[src/rtl/core/bofm_pkg.sv]
// Package for the bar order fill matcher: order record, fill record,
// function, kind and side codes. No dependencies.
`timescale 1ns / 1ps

package bofm_pkg;

  // Input function codes
  localparam logic [1:0] FUNC_PLACE  = 2'd0;
  localparam logic [1:0] FUNC_CANCEL = 2'd1;
  localparam logic [1:0] FUNC_BAR    = 2'd2;

  // Order kinds
  localparam logic [1:0] KIND_MARKET = 2'd0;
  localparam logic [1:0] KIND_LIMIT  = 2'd1;
  localparam logic [1:0] KIND_STOP   = 2'd2;

  localparam logic SIDE_SELL = 1'b1;

  // Fills one bar may produce
  localparam logic [4:0] MAX_FILLS = 5'd16;

  localparam int PRICE_W = 32;
  localparam int QTY_W   = 24;
  localparam int COMM_W  = 56;
  localparam int RATE_W  = 20;

  typedef struct packed {
    logic               valid;
    logic [1:0]         kind;
    logic               side;
    logic [PRICE_W-1:0] limit;
    logic [PRICE_W-1:0] stop;
    logic [QTY_W-1:0]   qty;
  } order_t;

  typedef struct packed {
    logic [3:0]         slot;
    logic               side;
    logic [PRICE_W-1:0] price;
    logic [QTY_W-1:0]   qty;
    logic [31:0]        tnum;
  } fill_t;

endpackage

[src/rtl/core/bofm_comm.sv]
// Two-stage commission multiplier: price * qty, then times rate, then
// scale and saturate. Depends on bofm_pkg for widths.
`timescale 1ns / 1ps

module bofm_comm
  import bofm_pkg::*;
#(
  parameter int FRAC = 20
) (
  input  logic               clk,
  input  logic               en,
  input  logic [PRICE_W-1:0] price,
  input  logic [QTY_W-1:0]   qty,
  input  logic [RATE_W-1:0]  rate,
  output logic [COMM_W-1:0]  comm
);

  localparam int PQ_W   = PRICE_W + QTY_W;
  localparam int HI_W   = PQ_W - 32;
  localparam int FULL_W = PQ_W + RATE_W;

  logic [PQ_W-1:0]        pq;
  logic [HI_W+RATE_W-1:0] hir;
  logic [32+RATE_W-1:0]   lor;
  logic [FULL_W-1:0]      full;
  logic [FULL_W-1:0]      scaled;

  // Stage one: price times quantity; stage two: both halves times rate
  always_ff @(posedge clk) begin
    if (en) begin
      pq  <= PQ_W'(price) * PQ_W'(qty);
      hir <= (HI_W+RATE_W)'(pq[PQ_W-1:32]) * (HI_W+RATE_W)'(rate);
      lor <= (32+RATE_W)'(pq[31:0]) * (32+RATE_W)'(rate);
    end
  end

  // Recombine halves, drop fraction bits, saturate to output width
  always_comb begin
    full   = (FULL_W'(hir) << 32) + FULL_W'(lor);
    scaled = full >> FRAC;
    if (scaled[FULL_W-1:COMM_W] != '0) begin
      comm = '1;
    end else begin
      comm = scaled[COMM_W-1:0];
    end
  end

endmodule

[config.mk]
export PLATFORM = sky130hd
export DESIGN_NAME = bofm_comm
export DESIGN_NICKNAME = d
export VERILOG_FILES = /design/src/rtl/core/bofm_pkg.sv /design/src/rtl/core/bofm_comm.sv
export SDC_FILE = /design/constraint.sdc
export NUM_CORES = 2
export LEC_CHECK = 0
export BUFFER_PORTS_ARGS = -buffer_cell sky130_fd_sc_hd__buf_2
export CAP_MARGIN = 20
export CORE_AREA = 2 2 545 276
export DETAILED_ROUTE_END_ITERATION = 6
export DIE_AREA = 0 0 547 278
export PLACE_DENSITY = 0.64
export SLEW_MARGIN = 40
export SYNTH_ARGS = -nofsm -noshare
export SYNTH_HDL_FRONTEND = slang
export SYNTH_SLANG_ARGS = --single-unit
[constraint.sdc]
create_clock -name clk -period 10.1 [get_ports clk]
set_clock_uncertainty 0.1 [all_clocks]
set_input_delay 0.505 -clock clk [delete_from_list [all_inputs] [get_ports clk]]
set_output_delay 0.505 -clock clk [all_outputs]
set_load 0.03 [all_outputs]
**Word level (Yosys, flattened, before mapping)**

Index checks and enable logic that the tools add are counted.

- Flip-flop bits (word level): 152
- Bits in latches: 0
- Bits in writable memories: 0
- Bits in read-only memories: 0
- Bits of input ports: 78
- Word-level logic and storage cells: 7
- Memories kept: 0

- Add/subtract/negate cells: 1
- Multipliers: 3
- Divide/modulo/power cells: 0
- Magnitude comparators: 0
- Eq/ne operators: 0
- Shift operators: 0
- Muxes and demuxes: 0
- Bitwise gates (word level): 0
- Reduce and logical (&&, ||, !) cells: 0

Operators with widths:

| cell | count |
|---|---|
| $add 76x52->76 | 1 |
| $mul 32x24->56 | 1 |
| $mul 32x20->52 | 1 |
| $mul 24x20->44 | 1 |

**Longest topological paths before layout**

- Depth after elaboration: 1
- Mapped depth: 28

**Worst setup path after synthesis**

Ideal clock, no wire load.

- Kind: input -> register
- From: in rate[5]
- To: reg hir[40], data pin
- Arrival time: 6.881 ns
- Data required time: 9.737 ns
- Slack: 2.855 ns
- Stages: 26
- Cell sequence: clkbuf_1 > clkbuf_1 > nand2_1 > fa_1 > inv_1 > fa_1 > inv_1 > fa_1 > inv_1 > fa_1 > fa_1 > fa_1 > inv_1 > fa_1 > inv_1 > ha_1 > clkbuf_1 > a21oi_1 > o21ai_0 > o31ai_1 > a21oi_1 > o31a_1 > a2111oi_2 > o21bai_1 > a21oi_1 > xnor2_1

- Word-level cells in the longest chain between the ends: 1

RTL lines:

| what | line | text |
|---|---|---|
| start, declared | bofm_comm.sv:14 | `input logic [RATE_W-1:0] rate,` |
| $mul 24x20->44 | bofm_comm.sv:32 | `hir <= (HI_W+RATE_W)'(pq[PQ_W-1:32]) * (HI_W+RATE_W)'(rate);` |
| end signal, assigned | bofm_comm.sv:32 |  |
| end, declared | bofm_comm.sv:23 | `logic [HI_W+RATE_W-1:0] hir;` |

Every way passes these cells.
A chain may end at the register's enable or synchronous reset.

**Worst setup path in the final report**

- From: reg pq[21]
- To: reg lor[48], data pin

- Word-level cells in the longest chain between the ends: 1

RTL lines:

| what | line | text |
|---|---|---|
| start, declared | bofm_comm.sv:22 | `logic [PQ_W-1:0] pq;` |
| start signal, assigned | bofm_comm.sv:31 | `pq <= PQ_W'(price) * PQ_W'(qty);` |
| $mul 32x20->52 | bofm_comm.sv:33 | `lor <= (32+RATE_W)'(pq[31:0]) * (32+RATE_W)'(rate);` |
| end signal, assigned | bofm_comm.sv:33 |  |
| end, declared | bofm_comm.sv:24 | `logic [32+RATE_W-1:0] lor;` |

Every way passes these cells.

==> flow_summary.ini <==
[status]
status = finished, final reports clean

[place]
io_buffers = 133
gp_congestion = 0.949
dp_hpwl_um = 170000

[setup_path]
reg2reg_depth = 22
arrival_ns = 8.96
worstPathRequired_ns = 10.24
crit_path_start_kind = register
r2r-end = lor[48]
crit_fanout = 13
critPathKind = register to register
r2r_start = pq[21]
worstSetupEndpointType = register
startpoint = pq[21]
r2r_slack_ns = 1.28

[floorplanning]
dieWidth_um = 547
die_area_mm2 = 0.152
pin_count = 134
die_h_um = 278
start_util_pct = 44.8
rows = 100
coreArea_mm2 = 0.148

[global_route]
grt_pass1_wl_um = 328000
grt_antenna_before_repair = 10
grt_max_degree = 76
overflow = 0
grt_pass1_vias = 52367
grt_util_all_layers_pct = 28.8

[synthesis]
async_reset_ff_share_pct = 0
synthMuxAreaShare_pct = 0.0170
synth_area_leaders = fa_1, inv_1, ha_1
synthXorXnorAreaFrac_pct = 2.25
synthDistinctLibCells = 74
ys_seq_area_share_pct = 6.00
synth_top_area_share_pct = 48.1
synth_edf_count = 132
ys_warn_count = 0
synth-compound-area-share_pct = 4.83
synth_area_mm2 = 0.0660
synth-simple-area-share_pct = 16.5
synth_flop_cell = edfxtp_1
synth-adder-area-share_pct = 57.8
netlist_instances = 7305
synthTopCellsByCount = inv_1, fa_1, nand2_1, and2_1, ha_1
synth.ff_latch_count = 132
postSynthAreaPerCell_um2 = 9.04
yosysTopAreaCell = fa_1
synth_most_common_cell = inv_1
synth_top_family_by_area = adder cells
synth_nets = 9485

[timing]
slew_violations = 0
min_period_ns = 8.82
hold_viol_final = 0
slew_headroom_pct = 37.6
finalCritPeriodShare_pct = 87.3
max_freq_mhz = 113
setup_tns_ns = 0
tightestPinTransition_ns = 0.930
finalSetupViolations = 0
rsz0062_at_grt = false

[flow_run]
cap_violations = 0

[clocking]
hold_buffers = 0
clockRootBuffer = clkbuf_16
cts_tree = yes
cts_buffer_depth = 2
post-cts-setup-buffers = 0
cts_buffers = 17
cts.sinks = 132
htree_levels = 4
path_clk_slew_ns = 0.08
clock_latency_ns = 0.51
cts-resized-gates = 0

[layout]
syn_to_final_growth_pct = 5.11
drive_above_1_share_pct = 4.41
nets = 9359
final.fill_count = 13892

[min_path]
worstHoldStart = en
holdCritPathClass = input port to register
min_path_cells = 1
hold_end = hir[27]

[route]
first_pass_iters = 6
wl_um = 212000
drc = 0
post_drt_wl_per_cell_um = 23.1
via_per_inst = 5.40
dr.first_iter.drc_count = 4839
detail-route-antenna-nets = 0
vias = 49579
[cell type report]
class / instances / area (um2) / share of cell area (%)
diodes: 1 / 2.50 / 0.00360
clock buffers: 18 / 429 / 0.618
clock inverters: 13 / 160 / 0.231
inverters: 1781 / 6690 / 9.63
multi-input cells: 4983 / 53800 / 77.5
flip-flops and latches: 132 / 3960 / 5.71
well taps: 1989 / 2490 / 3.58
repair buffers: 264 / 1860 / 2.68
[state kept, by name, summed over array words and instances (netlist names)]
signal and cells:
lor 32, pq 56, hir 44
[stage by stage]
step / hold slack, ns / instances / worst slack (ns) / util [%] / area, um2
5_1_grt: 0.238 / 9180 / 1.10 / 47.1 / 69400
6_report: 0.263 / 9181 / 1.28 / 47.1 / 69400
3_5_place_dp: 0.887 / 9145 / 1.25 / 46.6 / 68700
2_1_floorplan: 0.517 / 7305 / 2.86 / - / 66000
4_1_cts: 0.435 / 9176 / 1.45 / 47.0 / 69300
3_3_place_gp: 0.880 / 9119 / 1.27 / 46.4 / 68400
[cell families after synthesis]
group | count (synthesis)
AOI/OAI and AO/OA | 486
xor gates and xnor gates | 170
adders and majority gates | 2102
buffers and inverters | 2190
DFF | 132
muxes | 1
and+or+nand+nor | 2224
[worst max path at each step]
| stage | end | slack, ns | depth (start not counted) |
|---|---|---|---|
| after floorplan | hir[40] | 2.86 | 26 |
| after global placement | hir[43] | 1.27 | 24 |
| after detailed placement | hir[43] | 1.25 | 24 |
| after CTS | lor[48] | 1.45 | 22 |
| after global routing | lor[48] | 1.10 | 22 |
| final | lor[48] | 1.28 | 22 |
[layer usage]
metal	GRT usage [%]	vias to the layer above	wire, um
met4	4.15	14	3040
met2	36.6	3115	77500
li1	-	21016	-
met5	0.250	-	287
met3	12.5	230	33600
met1	44.9	25204	97400
[worst max-delay path, cell delays in order, from the launching register on]
cell and delay, ns:
edfxtp_1 0.88, buf_4 0.40, nand2_1 0.13, fa_1 0.55
fa_1 0.49, fa_1 0.55, inv_1 0.05, fa_1 0.61
fa_1 0.49, fa_1 0.56, inv_1 0.07, fa_1 0.47
inv_1 0.04, ha_1 0.41, o21ai_0 0.17, o21bai_1 0.41
o21ai_0 0.18, o21ai_0 0.60, nor2_1 0.30, a31o_2 0.37
o31a_1 0.36, o21a_1 0.21, xnor2_1 0.12
[cells in the final DEF (no fill, tap or decap), types with 22 or more instances in the layout]
master / netlist / routed
nor3_1: 25 / 25
xor2_1: 80 / 80
nand3_1: 31 / 31
ha_1: 516 / 516
buf_4: 12 / 108
a21oi_1: 156 / 155
nand4_1: 22 / 22
o21ai_0: 71 / 71
buf_2: 3 / 124
nand2_1: 1122 / 1122
inv_1: 1781 / 1781
o21bai_1: 24 / 24
edfxtp_1: 132 / 132
a21o_1: 82 / 82
and3_1: 23 / 23
xnor2_1: 90 / 90
o21a_1: 28 / 28
fa_1: 1586 / 1586
nor2_1: 63 / 63
and2_1: 878 / 878
Power is not shown: default switching activity piles up to over one toggle a cycle in this logic, so the estimate is an artifact.
