`src/rtl/core/bofm_pkg.sv`:
```
// Package for the bar order fill matcher: order record, fill record,
// function, kind and side codes. No dependencies.
`timescale 1ns / 1ps

package bofm_pkg;

  // Input function codes
  localparam logic [1:0] FUNC_PLACE  = 2'd0;
  localparam logic [1:0] FUNC_CANCEL = 2'd1;
  localparam logic [1:0] FUNC_BAR    = 2'd2;

  // Order kinds
  localparam logic [1:0] KIND_MARKET = 2'd0;
  localparam logic [1:0] KIND_LIMIT  = 2'd1;
  localparam logic [1:0] KIND_STOP   = 2'd2;

  localparam logic SIDE_SELL = 1'b1;

  // Fills one bar may produce
  localparam logic [4:0] MAX_FILLS = 5'd16;

  localparam int PRICE_W = 32;
  localparam int QTY_W   = 24;
  localparam int COMM_W  = 56;
  localparam int RATE_W  = 20;

  typedef struct packed {
    logic               valid;
    logic [1:0]         kind;
    logic               side;
    logic [PRICE_W-1:0] limit;
    logic [PRICE_W-1:0] stop;
    logic [QTY_W-1:0]   qty;
  } order_t;

  typedef struct packed {
    logic [3:0]         slot;
    logic               side;
    logic [PRICE_W-1:0] price;
    logic [QTY_W-1:0]   qty;
    logic [31:0]        tnum;
  } fill_t;

endpackage

```
`src/rtl/core/bofm_cell.sv`:
```
// One order slot of the circulating order ring.
// Depends on bofm_pkg for order_t.
`timescale 1ns / 1ps

module bofm_cell
  import bofm_pkg::*;
(
  input  logic   clk,
  input  logic   rst,
  input  logic   shift,
  input  order_t nbr,
  input  logic   wr,
  input  order_t wdata,
  output order_t data
);

  // Load a written order, or take the neighbor's order on a ring step
  always_ff @(posedge clk) begin
    if (rst) begin
      data <= '0;
    end else if (wr) begin
      data <= wdata;
    end else if (shift) begin
      data <= nbr;
    end
  end

endmodule

```
`config.mk`:
```
export PLATFORM = sky130hd
export DESIGN_NAME = bofm_cell
export DESIGN_NICKNAME = d
export VERILOG_FILES = /design/src/rtl/core/bofm_pkg.sv /design/src/rtl/core/bofm_cell.sv
export SDC_FILE = /design/constraint.sdc
export NUM_CORES = 1
export LEC_CHECK = 0
export BUFFER_PORTS_ARGS = -buffer_cell sky130_fd_sc_hd__buf_2
export CAP_MARGIN = 20
export CELL_PAD_IN_SITES_DETAIL_PLACEMENT = 1
export CELL_PAD_IN_SITES_GLOBAL_PLACEMENT = 2
export CORE_MARGIN = 1.5
export CORE_UTILIZATION = 21
export CTS_CLUSTER_DIAMETER = 60
export DETAILED_ROUTE_END_ITERATION = 8
export PLACE_DENSITY_LB_ADDON = 0.12
export SLEW_MARGIN = 5
export SYNTH_ARGS = -nofsm -noshare
export SYNTH_HDL_FRONTEND = slang
export SYNTH_SLANG_ARGS = --single-unit
```
`constraint.sdc`:
```
create_clock -name clk -period 1.05 [get_ports clk]
set_clock_uncertainty 0.2 [all_clocks]
set_input_delay 0.1575 -clock clk [delete_from_list [all_inputs] [get_ports clk]]
set_output_delay 0.1575 -clock clk [all_outputs]
set_load 0.005 [all_outputs]
```
# Yosys cells after proc, flatten, opt, wreduce, memory -nomap -nowiden
# Index checks and enable logic that the tools add are counted.
[totals] regBits=92 inputBits=188 output_inout_bits=92 elab_cells=9
[classes] n_mux=2 reduce_logical=1
[ops] operator="92-bit two-way mux" n=2
[ops] operator="2-bit nonzero test" n=1

# Logic depth before layout (Yosys ltp)
# Gate-level depths: netlist of the first run.
[logic_depth] ltp_word=2 ltp_mapped=4 ltp_nobuf=2

# Least setup slack after synthesis of the first run
# OpenSTA, ideal clock, no wires.
[synth_timing] kind="input-to-reg" from="input rst" to="register data[14] (netlist bit)" setup_time_ns=0.138 t_arrival_ns=0.749 required_ns=0.712 slack_ns=-0.036 path_stages=3 path_buffers=2 cell_sequence="clkbuf_1 -> clkbuf_1 -> a211oi_1"
[synth_rtl] item="start, declared" line="bofm_cell.sv:9" rtl="input logic rst,"
[synth_rtl] item="end signal, assigned" line="bofm_cell.sv:22" rtl="data <= wdata;"
[synth_rtl] item="end signal, assigned" line="bofm_cell.sv:24" rtl="data <= nbr;"
[synth_rtl] item="end, declared" line="bofm_cell.sv:14" rtl="output order_t data"
# No word-level cell between the ends.

# Worst setup path in the final report of the first run
[layout_timing] from="register data[2] (netlist bit)" to="output data[2] (netlist bit)"
# No word-level cell between the ends.

==> results of run 1 <==
[metal layers]
| metal | track usage | share of wire |
|---|---|---|
| met1 | 0.199 | 0.41 |
| met2 | 0.319 | 0.51 |
| met3 | 0.0441 | 0.058 |
| met4 | 0.0677 | 0.021 |
| met5 | 0 | 0 |
[cells by family after synthesis]
kind of cell / after synthesis / synth area share
compound gates: 92 / 0.160
mux: 92 / 0.213
simple gates: 92 / 0.133
buf+inv: 41 / 0.0688
flops: 92 / 0.426
[worst max-delay path by stage]
stage,start,end,slack (ns),cells past startpoint
finish,data[2],data[2],-0.11,1
CTS,data[59],data[59],-0.12,1
global placement,shift,data[91],-0.21,4
floorplan,wr,data[14],-0.002,4
detailed placement,shift,data[60],-0.25,4
global route,data[14],data[14],-0.14,1
[what timing repair did]
item                                    4_1_cts  5_1_grt
gates cloned                                  0        0
pin swaps                                     0       64
endpoints found under the setup margin       92      163
hold buffers                                183        0
hold endpoints to repair                     92        0
resized for setup                           134       82
buffers inserted                              7       10
[cell usage after synthesis (all sizes together)]
master,instances,area share
a211oi,92,0.16
buf,16,0.047
clkbuf,24,0.021
dfxtp,92,0.43
inv,1,0.00087
mux2i,92,0.21
nor2b,92,0.13
[stage by stage]
stage	setup TNS, ns	hold slack [ns]	setup slack, ns	total power [W]
floorplan	-0.0742	0.148	-0.00185	0.00477
finish	-8.34	0.00296	-0.107	0.00985
global route	-11.07	0.0236	-0.138	0.0104
CTS	-10.22	-0.0442	-0.122	0.00982
detailed placement	-17.97	0.263	-0.254	0.00562
global placement	-16.31	0.255	-0.210	0.00558
[power groups by stage]
stage	combinational (W)	sequential, W	clock [W]
floorplan	0.000779	0.00399	0
global route	0.00276	0.00402	0.00358
CTS	0.00237	0.00397	0.00348
finish	0.00255	0.00399	0.00331
detailed placement	0.00165	0.00396	0
global placement	0.00162	0.00396	0
[layout make-up]
cell class / count / area (um2)
Clock buffer: 12 / 236
Multi-Input combinational cell: 276 / 2380
Tap cell: 270 / 338
Fill cell: 2272 / 11300
Clock inverter: 4 / 50.0
Sequential cell: 92 / 1960
Inverter: 1 / 5.00
Antenna cell: 1 / 2.50
Timing Repair Buffer: 477 / 3960
[cell usage in the layout (no fill, tap or decap)]
master,synthesis,layout
buf_2,2,198
buf_4,1,24
clkbuf_1,24,3
clkinvlp_4,0,2
dlygate4sd3_1,0,162
dlymetal6s4s_1,0,21
bufinv_16,0,1
mux2i_4,0,1
clkbuf_16,0,9
diode_2,0,1
nor2b_1,92,89
buf_6,1,61
clkinv_2,0,2
a211oi_1,92,64
buf_12,8,11
a211oi_2,0,28
dfxtp_2,0,92
mux2i_1,92,82
nor2b_2,0,3
mux2i_2,0,9
==> qor.txt, run 1 <==
Worst Hold Path EP -> data[60]
final setup margin -> -0.107 ns
Initial Util -> 0.214
routed len/inst -> 16.9 um
initial antenna violation count -> 1
P_int -> 0.00727 W
failing checks -> negative setup slack
Gate Count Post-Synth -> 409
gr ovfl total -> 0
MaxCap Viol Count -> 0
PwrDens -> 1100 nW/um2
Layout Cells excl Fill -> 1133
sequential area share after synthesis -> 0.426
GRT Resource Usage Total -> 0.177
clock buffer depth -> 2
post-synth net total -> 597
final WL -> 19.1 mm
critical path data arrival time -> 0.80 ns
Inst Count DP -> 936
outcome -> complete, but fails checks
# DRC -> 0
Hold Vio Cnt, Final -> 0
setup violators final -> 97
Warnings, synthesis -> 0
Worst Reg-to-Reg Cells -> 2
Worst path max stage delay -> 0.35 ns
vias in the first global route -> 5745
Hold Path Class -> in -> reg
clock-pin slew on the worst setup and hold paths -> 0.07 ns
Critical-path top delay cell -> dfxtp_2
Slew headroom -> 0.826
Post-Syn Area -> 4330 um2
io pins -> 280
num rows -> 52
Synth cell types -> 11
Critical Path RT -> 0.69 ns
area grow syn2layout -> 106%
Clk Latency, worst-skew pair -> 0.34 ns
hold_sp -> nbr[60]
Worst R2R End -> data[14]
largest net degree at the start of global routing -> 52
routed vias -> 4940
placed inst area -> 6050 um2
Worst-Margin Slew -> 0.260 ns
largest fanout on the critical path -> 2
Largest register FFs -> 92
Clock Root Buffer -> clkbuf_16
Top Registers -> data (92)
first-pass GRT wire length -> 30.0 mm
period utilization -> 1.10
Sequential Power Share -> 0.405
Die X -> 147 um
R2R setup slack -> 0.02 ns
fin nets -> 1045
vias per inst -> 4.36
Synth Register Bits -> 92
Final Wtd Congestion -> 0.748
clk sinks -> 92
RSZ-0062 raised after global routing -> yes
Clock Power Share -> 0.336
design area -> 8930 um2
critical path's top delay family -> flip-flops
CP endpoint kind -> output port
Fmax -> 0.864 GHz
1st-pass router iterations -> 4
Post-DRT Antenna Nets -> 0
r2r startpoint -> data[14]
peak supply drop -> 0.680 mV
Core Area -> 20200 um2
critical-path cell list -> buf_6
Final Util -> 0.441
post-DP HPWL -> 11.9 mm
Reg with most FFs -> data
cts bufs inserted -> 9
layout cells sized above 1 -> 0.512
Sw Ratio -> 0.262
Switch Pwr -> 0.00258 W
CTS tree -> built
Logic pwr share -> 0.259
Leakage -> 4.13 nW
CTS H-tree lvls -> 3
WP buf/inv -> 1
input/output buffers -> 279
Avg Inst Size Synth -> 10.6 um2
hold depth -> 3
Period minus WS final -> 1.16 ns
Die Y -> 147 um
fin. max-slew vios -> 0
Setup crit start kind -> flop
DRT iter0 DRCs -> 57
Crit Path Category -> reg -> out
DIE AREA -> 21500 um2
Power figures use the tool's default switching activity.
==> inputs of run 2 (changes only) <==
Settings changed: CELL_PAD_IN_SITES_DETAIL_PLACEMENT 1 to default, CELL_PAD_IN_SITES_GLOBAL_PLACEMENT 2 to default, CORE_UTILIZATION 21 to 30.
==> run 2 against run 1 <==
  * The flow now stops in 4_1_cts
  * Synthesized cell count is the same
  * Area after synthesis stayed put
==> qor.txt, run 2 <==
Warnings, synthesis -> 0
mux share of post-synthesis cell area -> 0.213
Synth cell types -> 11
post-CTS sizing -> 121
Avg Inst Size Synth -> 10.6 um2
compound-gate portion of the synthesized area -> 0.160
Post-synth ARST share -> 0
simple-gate share of the synthesized area -> 0.133
Gate Count Post-Synth -> 409
outcome -> aborted with a tool error
Die X -> 123 um
input/output buffers -> 279
clk sinks -> 92
cts bufs inserted -> 9
sequential area share after synthesis -> 0.426
Initial Util -> 0.309
Final Wtd Congestion -> 0.810
largest family of logic cells by synthesized area -> multiplexers
Post-Synth Adder-Cell Area -> 0
Die Y -> 123 um
Post-synth EDFFs -> 0
post-synth top area share -> 0.426
post-synth net total -> 597
post-DP HPWL -> 9.72 mm
post-synthesis xor/xnor area fraction -> 0
top cells by area, synth -> dfxtp_1 43%, mux2i_1 21%, a211oi_1 16%
setup bufs post-CTS -> 3
Post-CTS Hold Buffers -> 173
First Err -> [ERROR RSZ-0060] Max buffer count reached.
Clock Root Buffer -> clkbuf_16
ys flop type -> dfxtp_1
leading area contributor after synthesis -> dfxtp_1
Synth Register Bits -> 92
top cells by count, synth -> 92 x a211oi_1, 92 x dfxtp_1, 92 x mux2i_1, 92 x nor2b_1, 24 x clkbuf_1
clock buffer depth -> 2
num rows -> 43
CTS H-tree lvls -> 3
Post-Syn Area -> 4330 um2
io pins -> 280
Fail Step -> 4_1_cts
[run 2: metrics by stage]
stage	setup WS [ns]	area, um2	utilization	instances	TNS [ns]
after floorplan	-0.00185	4350	-	409	-0.0742
after global placement	-0.162	5860	0.419	842	-12.32
after detailed placement	-0.218	5860	0.419	842	-14.72
[run 2: cell families after synthesis]
kind of cell,after synthesis
buf+inv,41
compound gates,92
mux,92
flops,92
simple gates,92
==> inputs of run 3 (changes only) <==
Settings changed: CORE_UTILIZATION 30 to 20, CTS_CLUSTER_DIAMETER 60 to default, PLACE_DENSITY_LB_ADDON 0.12 to 0.15.
Clock period 1.05 ns to 1.4 ns, I/O delays scaled along.
==> run 3 against run 2 <==
  * The run now ends clean
==> qor.txt, run 3 (synthesis results as in run 1) <==
critical path's top delay family -> flip-flops
Post-DRT Antenna Nets -> 0
Sw Ratio -> 0.265
final WL -> 15.3 mm
clock-pin slew on the worst setup and hold paths -> 0.07 ns
initial antenna violation count -> 0
WP buf/inv -> 1
Worst Reg-to-Reg Cells -> 2
Top Registers -> data (92)
gr ovfl total -> 0
Hold Vio Cnt, Final -> 0
largest fanout on the critical path -> 2
layout cells sized above 1 -> 0.385
Core Area -> 21200 um2
r2r startpoint -> data[64]
Hold Path Class -> in -> reg
fin. max-slew vios -> 0
1st-pass router iterations -> 4
crit path launch -> data[64]
fin nets -> 983
first-pass GRT wire length -> 23.0 mm
Slew headroom -> 0.826
MaxCap Viol Count -> 0
Clock Root Buffer -> clkbuf_16
# DRC -> 0
hold depth -> 3
RSZ-0062 raised after global routing -> no
Critical Path RT -> 0.99 ns
routed len/inst -> 14.2 um
CP endpoint kind -> output port
critical path data arrival time -> 0.82 ns
period utilization -> 0.876
num rows -> 53
Final Wtd Congestion -> 0.765
critical-path cell list -> buf_2
DRT iter0 DRCs -> 86
GRT Resource Usage Total -> 0.131
peak supply drop -> 0.493 mV
clk sinks -> 92
Worst Hold Path EP -> data[82]
Switch Pwr -> 0.00178 W
Die X -> 150 um
Worst path max stage delay -> 0.35 ns
Sequential Power Share -> 0.435
Worst R2R End -> data[64]
Largest register FFs -> 92
CTS H-tree lvls -> 3
Clock Power Share -> 0.350
vias in the first global route -> 4674
area grow syn2layout -> 73.0%
clock buffer depth -> 2
cts bufs inserted -> 9
CTS tree -> built
input/output buffers -> 279
vias per inst -> 4.20
most frequent cells in the layout -> 277 x buf_2, 123 x dlygate4sd3_1
setup violators final -> 0
Reg with most FFs -> data
Fmax -> 0.816 GHz
Crit Path Category -> reg -> out
commonest non-fill, non-tap cell in the layout -> buf_2
routed vias -> 4512
design area -> 7490 um2
outcome -> finished, final reports clean
R2R setup slack -> 0.41 ns
Setup crit start kind -> flop
ANT cells -> 0
post-DP HPWL -> 10.3 mm
Initial Util -> 0.205
P_int -> 0.00494 W
Fin Setup TNS -> 0 ns
hold_sp -> nbr[82]
Fill cells -> 2139
Critical-path top delay cell -> dfxtp_1
Logic pwr share -> 0.216
Worst-Margin Slew -> 0.261 ns
setup bufs post-CTS -> 0
Power Total -> 0.00671 W
Leakage -> 3.53 nW
Die Y -> 150 um
Period minus WS final -> 1.23 ns
placed inst area -> 5980 um2
PwrDens -> 897 nW/um2
DIE AREA -> 22500 um2
largest net degree at the start of global routing -> 51
Clk Latency, worst-skew pair -> 0.34 ns
io pins -> 280
[run 3: cell type report]
class                           count  area [um2]  share of cell area
Sequential cell                    92        1840               0.246
Clock buffer                       11         243              0.0324
Multi-Input combinational cell    276        2190               0.292
Clock inverter                      5        37.5             0.00501
Tap cell                          275         344              0.0460
Timing Repair Buffer              415        2830               0.378
Inverter                            1        3.75            0.000501
[run 3: worst register-to-register path: stages (launching register included)]
cell	delay (ns)
dfxtp_1	0.35
mux2i_1	0.08
a211oi_1	0.27
[run 3: layer usage]
metal | GRT usage | part of all wire
met2 | 0.233 | 0.50
met3 | 0.0384 | 0.063
met1 | 0.149 | 0.43
met4 | 0.0412 | 0.010
met5 | 0 | 0
[run 3: metrics by stage]
step                      hold slack (ns)  setup WS, ns  std cells  utilization
final                              0.0158         0.174       1075        0.354
after global routing               0.0110         0.115       1075        0.354
after CTS                       0.0000662         0.136       1075        0.354
after detailed placement            0.316        0.0663        936        0.282
after global placement              0.307        0.0860        936        0.282
after floorplan                     0.201         0.261        409            -
[run 3: how the worst max path moves through the flow]
stage          endpoint  slack (ns)  cells past startpoint
5_1_grt         data[1]        0.12                      1
3_5_place_dp   data[52]        0.07                      4
4_1_cts        data[91]        0.14                      1
2_1_floorplan  data[14]        0.26                      3
6_report       data[64]        0.17                      1
3_3_place_gp   data[34]        0.09                      4
[run 3: power groups by stage]
stage	Clock [W]	Sequential [W]	Combinational, W
after floorplan	0	0.00299	0.000578
after global placement	0	0.00297	0.00117
after detailed placement	0	0.00297	0.00119
after CTS	0.00250	0.00292	0.00146
after global routing	0.00259	0.00294	0.00158
final	0.00235	0.00292	0.00145
[run 3: what timing repair did]
item	4_1_cts	5_1_grt
hold buffers	123	0
endpoints found under the hold margin	90	0
gates resized for setup	0	0
setup endpoints to repair	0	0
==> inputs of run 4 (changes only) <==
Settings changed: GPL_TIMING_DRIVEN from default to 0, MAX_ROUTING_LAYER from default to met4.
==> run 4 against run 3 <==
  * Clock power is 15% higher
  * Critical path type is now in -> reg
  * Clock-buffer cell count grew 1
  * Critical path depth rose by 4
  * Cell area rose by 1.3%
  * Final cell count rose by 2.0%
  * Maximum frequency down 8.7%
  * Global-route usage increased by 1.5 points
  * Worst setup slack lost 0.12 ns
  * Sequential power about the same
  * Utilization increased by 0.44 points
  * First-iteration DRC count is 1.2% lower
==> qor.txt, run 4 (synthesis results as in run 1) <==
outcome -> finished, final reports clean
commonest non-fill, non-tap cell in the layout -> buf_2
P_int -> 0.00530 W
MaxCap Viol Count -> 0
RSZ-0062 raised after global routing -> no
final WL -> 16.3 mm
ANT cells -> 0
setup violators final -> 0
Reg with most FFs -> data
Hold Vio Cnt, Final -> 0
Switch Pwr -> 0.00179 W
first-pass GRT wire length -> 24.7 mm
cts bufs inserted -> 9
fin nets -> 1005
Placement Setup Slack -> -0.433 ns
# DRC -> 0
Period minus WS final -> 1.34 ns
Final Wtd Congestion -> 0.738
Clk Latency, worst-skew pair -> 0.34 ns
Leakage -> 3.57 nW
vias in the first global route -> 4862
Die X -> 150 um
clock-pin slew on the worst setup and hold paths -> 0.07 ns
largest fanout on the critical path -> 10
vias per inst -> 4.20
num rows -> 53
Fmax -> 0.745 GHz
fin. max-slew vios -> 0
Setup crit start kind -> input port
final setup margin -> 0.0569 ns
Largest register FFs -> 92
Fill cells -> 2144
post-DP HPWL -> 11.9 mm
Initial Util -> 0.205
DIE AREA -> 22500 um2
CTS tree -> built
input/output buffers -> 277
Sw Ratio -> 0.253
clock buffer depth -> 2
Clock Root Buffer -> clkbuf_16
CP endpoint kind -> flop
layout cells sized above 1 -> 0.373
Critical Path RT -> 1.39 ns
DRT iter0 DRCs -> 85
Crit Path Category -> in -> reg
Top Registers -> data (92)
Layout Cells excl Fill -> 1097
clk sinks -> 92
Slew headroom -> 0.602
io pins -> 280
1st-pass router iterations -> 4
initial antenna violation count -> 0
largest net degree at the start of global routing -> 15
Die Y -> 150 um
peak supply drop -> 0.611 mV
area grow syn2layout -> 75.2%
PwrDens -> 935 nW/um2
routed vias -> 4606
setup bufs post-CTS -> 0
Worst-Margin Slew -> 0.597 ns
Core Area -> 21200 um2
gr ovfl total -> 0
GRT Resource Usage Total -> 0.146
CTS H-tree lvls -> 3
Post-DRT Antenna Nets -> 0
most frequent cells in the layout -> 279 x buf_2, 120 x dlygate4sd3_1
critical path data arrival time -> 1.33 ns
Inst Count DP -> 961
Logic pwr share -> 0.207
Hold Path Class -> in -> reg
Clock Power Share -> 0.381
Sequential Power Share -> 0.412
routed len/inst -> 14.9 um
period utilization -> 0.959
Final Util -> 0.358
==> run 4: changes by cell type in the layout (fill, tap and decap cells not counted) <==
cell,delta
buf_1,+4
buf_4,-6
bufinv_16,+2
clkinvlp_4,-1
buf_2,+2
dlygate4sd3_1,-3
clkbuf_1,+22
buf_6,+1
clkbuf_2,+3
clkinv_4,-2
==> run 4: power by group through the flow <==
stage          sequential [W]  clock, W  combinational (W)
3_5_place_dp          0.00298         0            0.00122
4_1_cts               0.00292   0.00283            0.00149
2_1_floorplan         0.00299         0           0.000578
6_report              0.00292   0.00270            0.00147
5_1_grt               0.00294   0.00292            0.00160
3_3_place_gp          0.00297         0            0.00121
==> run 4: worst max-delay path, stage by stage <==
cell and delay, ns:
buf_2 0.12, inv_2 0.04, buf_2 0.33, buf_1 0.46
a211oi_1 0.16
==> run 4: stage by stage <==
step / setup TNS [ns] / area (um2) / hold WS, ns / power, W
2_1_floorplan: 0 / 4330 / 0.201 / 0.00357
3_3_place_gp: -24.50 / 6060 / 0.308 / 0.00418
3_5_place_dp: -25.59 / 6060 / 0.316 / 0.00420
4_1_cts: 0 / 7580 / 0.000432 / 0.00723
5_1_grt: 0 / 7580 / 0.00352 / 0.00747
6_report: 0 / 7580 / 0.0154 / 0.00709
==> run 4: routing by layer <==
metal  vias to the layer above  track usage  share of wire  routed length (um)
li1                       2301            -              -                   -
met1                      2097        0.170           0.43                7040
met2                       184        0.244           0.48                7850
met3                        24       0.0332          0.062                1010
met4                         0       0.0554          0.024                 388
met5                         -            -              0                   0
==> run 4: what timing repair did <==
action / CTS / global route
setup endpoints to repair: 10 / 10
resized for setup: 1 / 4
pin swaps: 0 / 0
hold endpoints to repair: 91 / 0
hold buffers: 120 / 0
==> run 4: worst paths after layout <==
| path | slack [ns] | cells past startpoint | endpoint | from |
|---|---|---|---|---|
| worst max-delay path | 0.06 | 5 | data[69] | wr |
| worst min-delay path | 0.02 | 3 | data[8] | nbr[8] |
| worst max register to register | 0.43 | 2 | data[69] | data[69] |
| worst min register to register | 0.35 | 2 | data[10] | data[10] |
==> run 4: final cells by class <==
| class | count | area [um2] | area share |
|---|---|---|---|
| buffer | 40 | 298 | 0.0393 |
| tap | 275 | 344 | 0.0454 |
| multi-input combinational | 276 | 2190 | 0.288 |
| clock inverter | 4 | 72.6 | 0.00957 |
| inverter | 1 | 3.75 | 0.000495 |
| sequential | 92 | 1840 | 0.243 |
| timing repair buffer | 397 | 2590 | 0.341 |
| clock buffer | 12 | 246 | 0.0325 |
